### config.mk
export PLATFORM = sky130hd
export DESIGN_NAME = sorted_list_engine_unit
export DESIGN_NICKNAME = d
export VERILOG_FILES = /design/src/sv/sle_pkg.sv /design/src/sv/sle_cell.sv /design/src/sv/sorted_list_engine_unit.sv
export VERILOG_INCLUDE_DIRS = /design/src /design/src/sv
export SDC_FILE = /design/constraint.sdc
export NUM_CORES = 2
export LEC_CHECK = 0
export BUFFER_PORTS_ARGS = -buffer_cell sky130_fd_sc_hd__buf_2
export CAP_MARGIN = 25
export CELL_PAD_IN_SITES_DETAIL_PLACEMENT = 0
export CELL_PAD_IN_SITES_GLOBAL_PLACEMENT = 1
export CORE_MARGIN = 1
export CORE_UTILIZATION = 50
export DETAILED_ROUTE_END_ITERATION = 6
export PLACE_DENSITY_LB_ADDON = 0.12
export SYNTH_ARGS = -nofsm -noshare
export SYNTH_HDL_FRONTEND = slang
export SYNTH_HIERARCHICAL = 1
export SYNTH_SLANG_ARGS = --single-unit
### constraint.sdc
create_clock -name i_clk -period 9.3 [get_ports i_clk]
set_input_delay 1.86 -clock i_clk [delete_from_list [all_inputs] [get_ports i_clk]]
set_output_delay 1.86 -clock i_clk [all_outputs]
set_load 0.01 [all_outputs]
### src/sv/assert_macros.svh
// assertion helpers for the sorted list engine
`ifndef ASSERT_MACROS_SVH
`define ASSERT_MACROS_SVH

`ifndef NO_ASSERTIONS

// concurrent check on a named clock and active-low reset
`define SLE_ASSERT_CLK(lbl, clk, rst_n, prop, msg) \
    lbl: assert property (@(posedge clk) disable iff (!rst_n) prop) else $error(msg);

// concurrent check on the block clock and reset
`define SLE_ASSERT(lbl, prop, msg) \
    `SLE_ASSERT_CLK(lbl, i_clk, i_rst_n, prop, msg)

`else

`define SLE_ASSERT_CLK(lbl, clk, rst_n, prop, msg)
`define SLE_ASSERT(lbl, prop, msg)

`endif

`endif

### src/sv/sle_pkg.sv
package sle_pkg;

    // operation codes of an input transaction
    localparam logic [2:0] FN_INSERT     = 3'd0;
    localparam logic [2:0] FN_REM_FIRST  = 3'd1;
    localparam logic [2:0] FN_REM_LAST   = 3'd2;
    localparam logic [2:0] FN_REM_VALUE  = 3'd3;
    localparam logic [2:0] FN_FIND       = 3'd4;

    // result status codes
    localparam logic [1:0] STS_DONE      = 2'd0;
    localparam logic [1:0] STS_FULL      = 2'd1;
    localparam logic [1:0] STS_EMPTY     = 2'd2;
    localparam logic [1:0] STS_NOTFOUND  = 2'd3;

    // sequencer states
    typedef enum logic {
        ST_IDLE,
        ST_APPLY
    } t_state;

    // update applied by every cell in the apply cycle
    typedef enum logic [1:0] {
        CELL_HOLD,
        CELL_INSERT,
        CELL_SHIFT_ALL,
        CELL_REMOVE
    } t_cell_op;

    // broadcast from the sequencer to the chain
    typedef struct packed {
        logic               cmp_en;
        t_cell_op           op;
        logic               mark_ins;
        logic signed [31:0] value;
    } t_cell_ctrl;

endpackage

### src/sv/sle_cell.sv
module sle_cell (
    input  logic                i_clk,
    input  logic                i_rst_n,
    input  sle_pkg::t_cell_ctrl i_ctrl,
    input  logic                i_valid,
    input  logic signed [31:0]  i_prev_entry,
    input  logic                i_prev_le,
    input  logic                i_prev_eq,
    input  logic signed [31:0]  i_next_entry,
    output logic signed [31:0]  o_entry,
    output logic                o_le,
    output logic                o_eq,
    output logic                o_mark
);

    logic signed [31:0] r_entry;
    logic               r_gt;
    logic               r_eq;
    logic               w_lt;

    // ordering against the broadcast value, held from the compare cycle
    assign o_le  = i_valid && !r_gt;
    assign o_eq  = i_valid && r_eq;
    assign w_lt  = o_le && !r_eq;
    assign o_entry = r_entry;

    // insertion boundary or first equal entry
    assign o_mark = i_ctrl.mark_ins ? (!o_le && i_prev_le) : (o_eq && !i_prev_eq);

    // compare flags
    always_ff @(posedge i_clk) begin
        if (!i_rst_n) begin
            r_gt <= 1'b0;
            r_eq <= 1'b0;
        end else if (i_ctrl.cmp_en) begin
            r_gt <= r_entry > i_ctrl.value;
            r_eq <= r_entry == i_ctrl.value;
        end
    end

    // entry update from the neighbours
    always_ff @(posedge i_clk) begin
        case (i_ctrl.op)
            sle_pkg::CELL_INSERT: begin
                if (!o_le) begin
                    r_entry <= i_prev_le ? i_ctrl.value : i_prev_entry;
                end
            end
            sle_pkg::CELL_SHIFT_ALL: begin
                r_entry <= i_next_entry;
            end
            sle_pkg::CELL_REMOVE: begin
                if (!w_lt) begin
                    r_entry <= i_next_entry;
                end
            end
            default: begin
                r_entry <= r_entry;
            end
        endcase
    end

endmodule

### src/sv/sorted_list_engine_unit.sv
// channel  | signals                           | transfer
// ---------+-----------------------------------+--------------------------------
// command  | i_start, o_busy, i_func, i_value  | start high while busy low
// result   | o_valid, o_status, o_position,    | o_valid high for one cycle,
//          | o_count, o_is_empty               | cannot be held off
//
// in each transaction the accept edge registers the compare flags in
// every cell; the apply state then shifts the chain and registers the result.
// a new command is taken in the cycle the previous result is shown.
// synchronous active-low reset empties the list; entries themselves are not cleared.
// the result side never stalls.
`include "assert_macros.svh"

module sorted_list_engine_unit #(
    parameter int DEPTH = 16
) (
    input  logic               i_clk,
    input  logic               i_rst_n,
    input  logic               i_start,
    output logic               o_busy,
    input  logic [2:0]         i_func,
    input  logic signed [31:0] i_value,
    output logic               o_valid,
    output logic [1:0]         o_status,
    output logic [3:0]         o_position,
    output logic [4:0]         o_count,
    output logic               o_is_empty
);

    localparam int IDXW = (DEPTH > 1) ? $clog2(DEPTH) : 1;
    localparam int CNTW = $clog2(DEPTH + 1);

    sle_pkg::t_state     r_state, n_state;
    logic [2:0]          r_func;
    logic signed [31:0]  r_value;
    logic [CNTW-1:0]     r_fill, n_fill;
    logic                r_valid;
    logic [1:0]          r_status, n_status;
    logic [3:0]          r_position, n_position;
    logic                w_accept, w_apply;
    sle_pkg::t_cell_ctrl w_ctrl;

    logic signed [31:0]  w_entry [DEPTH];
    logic [DEPTH-1:0]    w_le, w_eq, w_mark, w_valid;
    logic                w_found, w_full, w_empty;
    logic [IDXW-1:0]     w_mark_idx;
    logic [31:0]         w_mark_wide;

    // sequencer next state
    always_comb begin
        n_state = r_state;
        unique case (r_state)
            sle_pkg::ST_IDLE:  if (i_start) n_state = sle_pkg::ST_APPLY;
            sle_pkg::ST_APPLY: n_state = sle_pkg::ST_IDLE;
            default:           n_state = sle_pkg::ST_IDLE;
        endcase
    end

    // sequencer outputs
    always_comb begin
        o_busy  = 1'b0;
        w_apply = 1'b0;
        unique case (r_state)
            sle_pkg::ST_IDLE:  o_busy = 1'b0;
            sle_pkg::ST_APPLY: begin
                o_busy  = 1'b1;
                w_apply = 1'b1;
            end
            default:           o_busy = 1'b0;
        endcase
    end

    assign w_accept = i_start && !o_busy;
    assign w_full   = r_fill >= CNTW'(DEPTH);
    assign w_empty  = r_fill == '0;

    always_ff @(posedge i_clk) begin
        if (!i_rst_n) begin
            r_state <= sle_pkg::ST_IDLE;
        end else begin
            r_state <= n_state;
        end
    end

    // command capture
    always_ff @(posedge i_clk) begin
        if (w_accept) begin
            r_func  <= i_func;
            r_value <= i_value;
        end
    end

    // broadcast to the chain
    always_comb begin
        w_ctrl.cmp_en   = w_accept;
        w_ctrl.value    = w_accept ? i_value : r_value;
        w_ctrl.mark_ins = r_func == sle_pkg::FN_INSERT;
        w_ctrl.op       = sle_pkg::CELL_HOLD;
        if (w_apply) begin
            case (r_func)
                sle_pkg::FN_INSERT:    if (!w_full) w_ctrl.op = sle_pkg::CELL_INSERT;
                sle_pkg::FN_REM_FIRST: if (!w_empty) w_ctrl.op = sle_pkg::CELL_SHIFT_ALL;
                sle_pkg::FN_REM_VALUE: if (w_found) w_ctrl.op = sle_pkg::CELL_REMOVE;
                default:               w_ctrl.op = sle_pkg::CELL_HOLD;
            endcase
        end
    end

    // chain of cells
    for (genvar g = 0; g < DEPTH; g++) begin : g_cell
        logic signed [31:0] w_prev_entry, w_next_entry;
        logic               w_prev_le, w_prev_eq;

        assign w_valid[g] = CNTW'(g) < r_fill;

        if (g == 0) begin : g_head
            assign w_prev_entry = '0;
            assign w_prev_le    = 1'b1;
            assign w_prev_eq    = 1'b0;
        end else begin : g_body
            assign w_prev_entry = w_entry[g-1];
            assign w_prev_le    = w_le[g-1];
            assign w_prev_eq    = w_eq[g-1];
        end

        if (g == DEPTH - 1) begin : g_tail
            assign w_next_entry = '0;
        end else begin : g_link
            assign w_next_entry = w_entry[g+1];
        end

        sle_cell u_cell (
            .i_clk        (i_clk),
            .i_rst_n      (i_rst_n),
            .i_ctrl       (w_ctrl),
            .i_valid      (w_valid[g]),
            .i_prev_entry (w_prev_entry),
            .i_prev_le    (w_prev_le),
            .i_prev_eq    (w_prev_eq),
            .i_next_entry (w_next_entry),
            .o_entry      (w_entry[g]),
            .o_le         (w_le[g]),
            .o_eq         (w_eq[g]),
            .o_mark       (w_mark[g])
        );
    end

    // one-hot marker to index
    always_comb begin
        w_mark_idx = '0;
        for (int k = 0; k < DEPTH; k++) begin
            w_mark_idx = w_mark_idx | (w_mark[k] ? IDXW'(k) : '0);
        end
    end

    assign w_found     = |w_eq;
    assign w_mark_wide = 32'(w_mark_idx);

    // result and fill update
    always_comb begin
        n_status   = sle_pkg::STS_DONE;
        n_position = '0;
        n_fill     = r_fill;
        case (r_func) inside
            sle_pkg::FN_INSERT: begin
                if (w_full) begin
                    n_status = sle_pkg::STS_FULL;
                end else begin
                    n_position = w_mark_wide[3:0];
                    n_fill     = r_fill + 1'b1;
                end
            end
            sle_pkg::FN_REM_FIRST: begin
                if (w_empty) n_status = sle_pkg::STS_EMPTY;
                else         n_fill   = r_fill - 1'b1;
            end
            sle_pkg::FN_REM_LAST: begin
                if (w_empty) begin
                    n_status = sle_pkg::STS_EMPTY;
                end else begin
                    n_fill     = r_fill - 1'b1;
                    n_position = 4'(n_fill);
                end
            end
            sle_pkg::FN_REM_VALUE, sle_pkg::FN_FIND: begin
                if (w_empty) begin
                    n_status = sle_pkg::STS_EMPTY;
                end else if (!w_found) begin
                    n_status = sle_pkg::STS_NOTFOUND;
                end else begin
                    n_position = w_mark_wide[3:0];
                    if (r_func == sle_pkg::FN_REM_VALUE) n_fill = r_fill - 1'b1;
                end
            end
            default: n_status = sle_pkg::STS_DONE;
        endcase
    end

    always_ff @(posedge i_clk) begin
        if (!i_rst_n) begin
            r_fill  <= '0;
            r_valid <= 1'b0;
        end else begin
            r_valid <= w_apply;
            if (w_apply) r_fill <= n_fill;
        end
    end

    always_ff @(posedge i_clk) begin
        if (w_apply) begin
            r_status   <= n_status;
            r_position <= n_position;
        end
    end

    assign o_valid    = r_valid;
    assign o_status   = r_status;
    assign o_position = r_position;
    assign o_count    = 5'(r_fill);
    assign o_is_empty = r_fill == '0;

    // checks
    `SLE_ASSERT(a_strobe_single, o_valid |=> !o_valid, "result strobe held for two cycles")
    `SLE_ASSERT(a_accept_result, w_accept |-> ##2 o_valid, "accepted transaction gave no result")
    `SLE_ASSERT(a_fill_bound, r_fill <= CNTW'(DEPTH), "fill count beyond depth")
    `SLE_ASSERT(a_apply_busy, w_apply |-> !w_accept, "command accepted while applying")

endmodule
-- After elaboration in Yosys (flattened, before gate mapping)
Cells that the tools add are included.
- output and inout port bits: 14
- word-level logic and storage cells: 457
- bits of input ports: 38
- flip-flop bits (word level): 592
- reduce and logical (&&, ||, !) cells: 167
- magnitude comparators: 33
- multiplexer cells: 128
- bitwise logic cells: 15
- eq/ne operators: 57
- $add $sub $neg: 2
- operator list (cell ; number):
    32-bit 2-to-1 mux ; 48
    32-bit one-hot mux with 3 select lines ; 16
    32-bit equality test ; 16
    32-bit greater-than comparator ; 16
    1-bit logical AND ; 79
    2-bit != test (second input constant) ; 33
    4-bit 2-to-1 mux ; 16
    1-bit zero test ; 63
    3-bit AND reduction ; 16
    5-bit 2-to-1 mux ; 9
    4-bit by 5-bit less-than comparator with 1-bit output (first input constant) ; 8
    4-bit OR ; 7
    2-bit 2-to-1 mux ; 12
    3-bit by 5-bit less-than comparator with 1-bit output (first input constant) ; 4
    1-bit 2-to-1 mux ; 20
    16-bit OR reduction ; 1
    3-bit 2-to-1 mux ; 4
    4-bit nonzero test ; 3
    1-bit by 5-bit less-than comparator with 1-bit output (first input constant) ; 2
    2-bit by 5-bit less-than comparator with 1-bit output (first input constant) ; 2
    3-bit OR ; 3
    3-bit by 2-bit equality test with 1-bit output (second input constant) ; 2
    2-bit one-hot mux with 3 select lines ; 1
    6-bit AND reduction ; 1
    18 further kinds ; 20

-- Longest topological paths before layout
- depth after elaboration: 26
- gate-level depth with buffers: 15
- mapped depth without buffers: 13

-- Hierarchy
Netlist, hierarchy kept.
- by module, submodules not included (module ; instances ; area an instance (sq um) ; cells each):
    sle_cell ; 16 ; 2568.7 ; 268
    sorted_list_engine_unit ; 1 ; 2267.2 ; 218

-- Worst setup path before layout
Ideal clock, no wire load.
- path kind: input to register
- start: in i_start
- end: reg g_cell[0].u_cell.r_gt
- required time: 9.181 ns
- path slack: 2.340 ns
- stages: 12
- setup time: 0.119 ns
- buffers on the path: 2
- data arrival time: 6.840 ns
- cells stage by stage: nor2b_1 > clkbuf_1 > buf_1 > mux2_2 > inv_1 > ha_1 > nand4_1 > or4_4 > o41ai_4 > nor2_2 > a32oi_1 > nand2_1
- RTL lines (element ; RTL line ; RTL):
    from (decl) ; sorted_list_engine_unit.sv:19 ; input logic i_start,
    to (signal assigned) ; sle_cell.sv:36 ; r_gt <= r_entry > i_ctrl.value;
    to (decl) ; sle_cell.sv:17 ; logic r_gt;

==> impl_summary.log <==
INFO  metric worst-setup-path-type = in2reg
INFO  metric mappedNetlistArea = 43,350 sq um
INFO  metric post-route-worst-setup-slack = 3.689 ns
INFO  metric max_cap_violations = 0
INFO  metric drtPass1Iterations = 5
INFO  metric insertion_delay = 0.63 ns
INFO  metric cts.root.buffer_cell = clkbuf_16
INFO  metric cts_buffers = 74
INFO  metric cts_repair_resize_count = 0
INFO  metric critPathMaxFanout = 33
INFO  metric die_x = 296.5 microns
INFO  metric worstSetupStartpointType = primary input
INFO  metric util_after_layout = around 56%
INFO  metric min-delay-path-class = reg2reg
INFO  metric detail_route.wirelength = approximately 120 mm
INFO  metric max_slew.worst_pin.slew = ~1.0 ns
INFO  metric timing.final.max_slew_violations = 0
INFO  metric grt_start_max_net_pins = around 200
INFO  metric antennaDiodeCount = 0
INFO  metric final_antenna_net_count = 0
INFO  metric die_h = 296.5 microns
INFO  metric grt_antenna_before_repair = 0
INFO  metric routabilityCongestion = slightly below 0.9
INFO  metric boundaryPins = between 50 and 60
INFO  metric cts.sinks = 592
INFO  metric placedCellCount = 5,619
INFO  metric rows = 107
INFO  metric fin_crit_sh = a little over 60%
INFO  metric floorplan.initialDensity = roughly half
INFO  metric setup_violations = 0
INFO  metric power_density = ~160 nW/um^2
INFO  metric route.detailed.wl_per_inst = 20.35 microns
INFO  metric first_global_vias = 32.37k
INFO  metric rsz_0062_raised_after_global_routing = no
INFO  metric yosys_warnings = 6
INFO  metric fillers = around 7.8k
INFO  metric holdWs = 0.5137 ns
INFO  metric first_iteration_detailed_routing_drc_count = between 2k and 2.5k
INFO  metric finalCriticalPeriod = between 5 and 6 ns
INFO  metric tritoncts = built
INFO  metric max-clock-path-buffers = 3
INFO  metric die_area = between 80,000 and 90,000 sq um
INFO  metric place.detailed.hpwl = 84.96 mm
INFO  metric syn-mean-instance-area = 9.627 sq um
INFO  metric status = finished, final reports clean
INFO  metric maxSlewHeadroom = 30.72%
INFO  metric area_of_the_placeable_core = ~86,000 sq um
INFO  metric detailroute.via_count = 33.41k
INFO  metric cellLeakagePower = approximately 0.019 uW
INFO  metric setup-tns-final = 0 ns
INFO  metric achievable-frequency = 0.1782 GHz
INFO  metric drive_above_1_share = a little over 8%
INFO  metric critPathCaptureType = flop
INFO  metric ir_worst_vdd = roughly 0.11 mV
INFO  metric critical_path_required = a little under 10 ns
INFO  metric cts.repair_timing.setup_buffer_count = 0
INFO  metric hold_viol = 0
INFO  metric grt.overflow.total = 0
INFO  metric worst_case_clock_skew = between 0.02 and 0.03 ns
INFO  metric flow.area_growth_from_synthesis = 10.06%
INFO  metric number_of_nets_in_the_layout = 5,108
INFO  metric port_buffers = 51
INFO  metric final_cell_count_no_fill = approximately 5.8k
INFO  metric cts_hold_buf = 0
INFO  metric groute.usage.overall = 26.43%
INFO  metric path_clk_slew = around 0.06 ns
INFO  metric grt_pass1_wl = roughly 180 mm
INFO  metric drcViolationCount = 0
INFO  metric detailedPlace.worstSlack = between 3 and 4 ns
INFO  metric postSynthCellCount = roughly 4.5k
INFO  metric cts_max_level = 3
INFO  metric data_arrival_at_the_endpoint_of_the_critical_path = just over 6 ns
INFO  metric vias_per_cell = ~5.8
## state kept, by name, summed over array words and instances (netlist names), 2 cells and up
| register | flops |
|---|---|
| g_cell.u_cell/r_gt | 16 |
| g_cell.u_cell/r_eq | 16 |
| g_cell.u_cell/o_entry | 512 |
| o_status | 2 |
| r_func | 3 |
| o_position | 4 |
| r_value | 32 |
| o_count | 5 |
## stage by stage
stage	total power [uW]	cell area, sq um
after floorplan	4287	43590
after global placement	4708	45180
after CTS	7639	47650
after global routing	7945	47710
final	7573	47710
after detailed placement	4755	45290
## routing by layer
layer | vias up | GRT usage, % | part of all wire [%]
met5 | - | 0 | 0
met4 | 0 | 6.085 | 1.8
met3 | 131 | 3.616 | 5.2
met2 | 623 | 41.47 | 44
met1 | 16240 | 38.44 | 49
li1 | 16410 | - | -
## final timing paths
| check | start | endpoint | slack [ns] | cells past startpoint |
|---|---|---|---|---|
| setup / recovery | i_start | g_cell[0].u_cell/r_gt | 3.69 | 12 |
| hold reg to reg | g_cell[10].u_cell/r_eq | g_cell[10].u_cell/r_eq | 0.51 | 1 |
| setup reg to reg | o_count[0] | g_cell[4].u_cell/o_entry[2] | 3.81 | 12 |
| hold / removal | g_cell[10].u_cell/r_eq | g_cell[10].u_cell/r_eq | 0.51 | 1 |
## worst max-delay path: stages
cell     delay, ns
buf_2         0.08
nor2b_4       0.76
buf_4         0.60
mux2_2        0.79
inv_1         0.10
ha_1          0.36
a21oi_1       0.15
nand2_1       0.07
a21oi_1       0.37
or4b_2        0.66
a32oi_1       0.21
nand2_1       0.07
## final cells by class
class | count | area, sq um | share of cell area [%]
multi-input combinational | 3248 | 24050 | 50.40
sequential | 592 | 17070 | 35.77
clock buffer | 118 | 2232 | 4.678
inverter | 534 | 2009 | 4.212
tap | 1144 | 1431 | 3.000
timing repair buffer | 104 | 798.3 | 1.673
clock inverter | 18 | 127.6 | 0.2675
## cell usage in the layout, fill, tap and decap left out, types with 97 or more instances in the layout
cell,n
o21ai_1,176
mux2i_1,514
nand2_1,641
inv_1,533
a21oi_1,214
o21ai_0,376
nand4_1,114
nand3_1,97
edfxtp_1,521
ha_1,516
## where the power goes
part	total, uW	switching, uW	leakage [uW]	internal, uW
Clock	2850	1200	0.00116	1650
Combinational	1630	1030	0.0124	601
Sequential	3090	74.7	0.00531	3010
Total	7570	2310	0.0188	5270
Note: power is estimated with default switching activity, not from simulation.
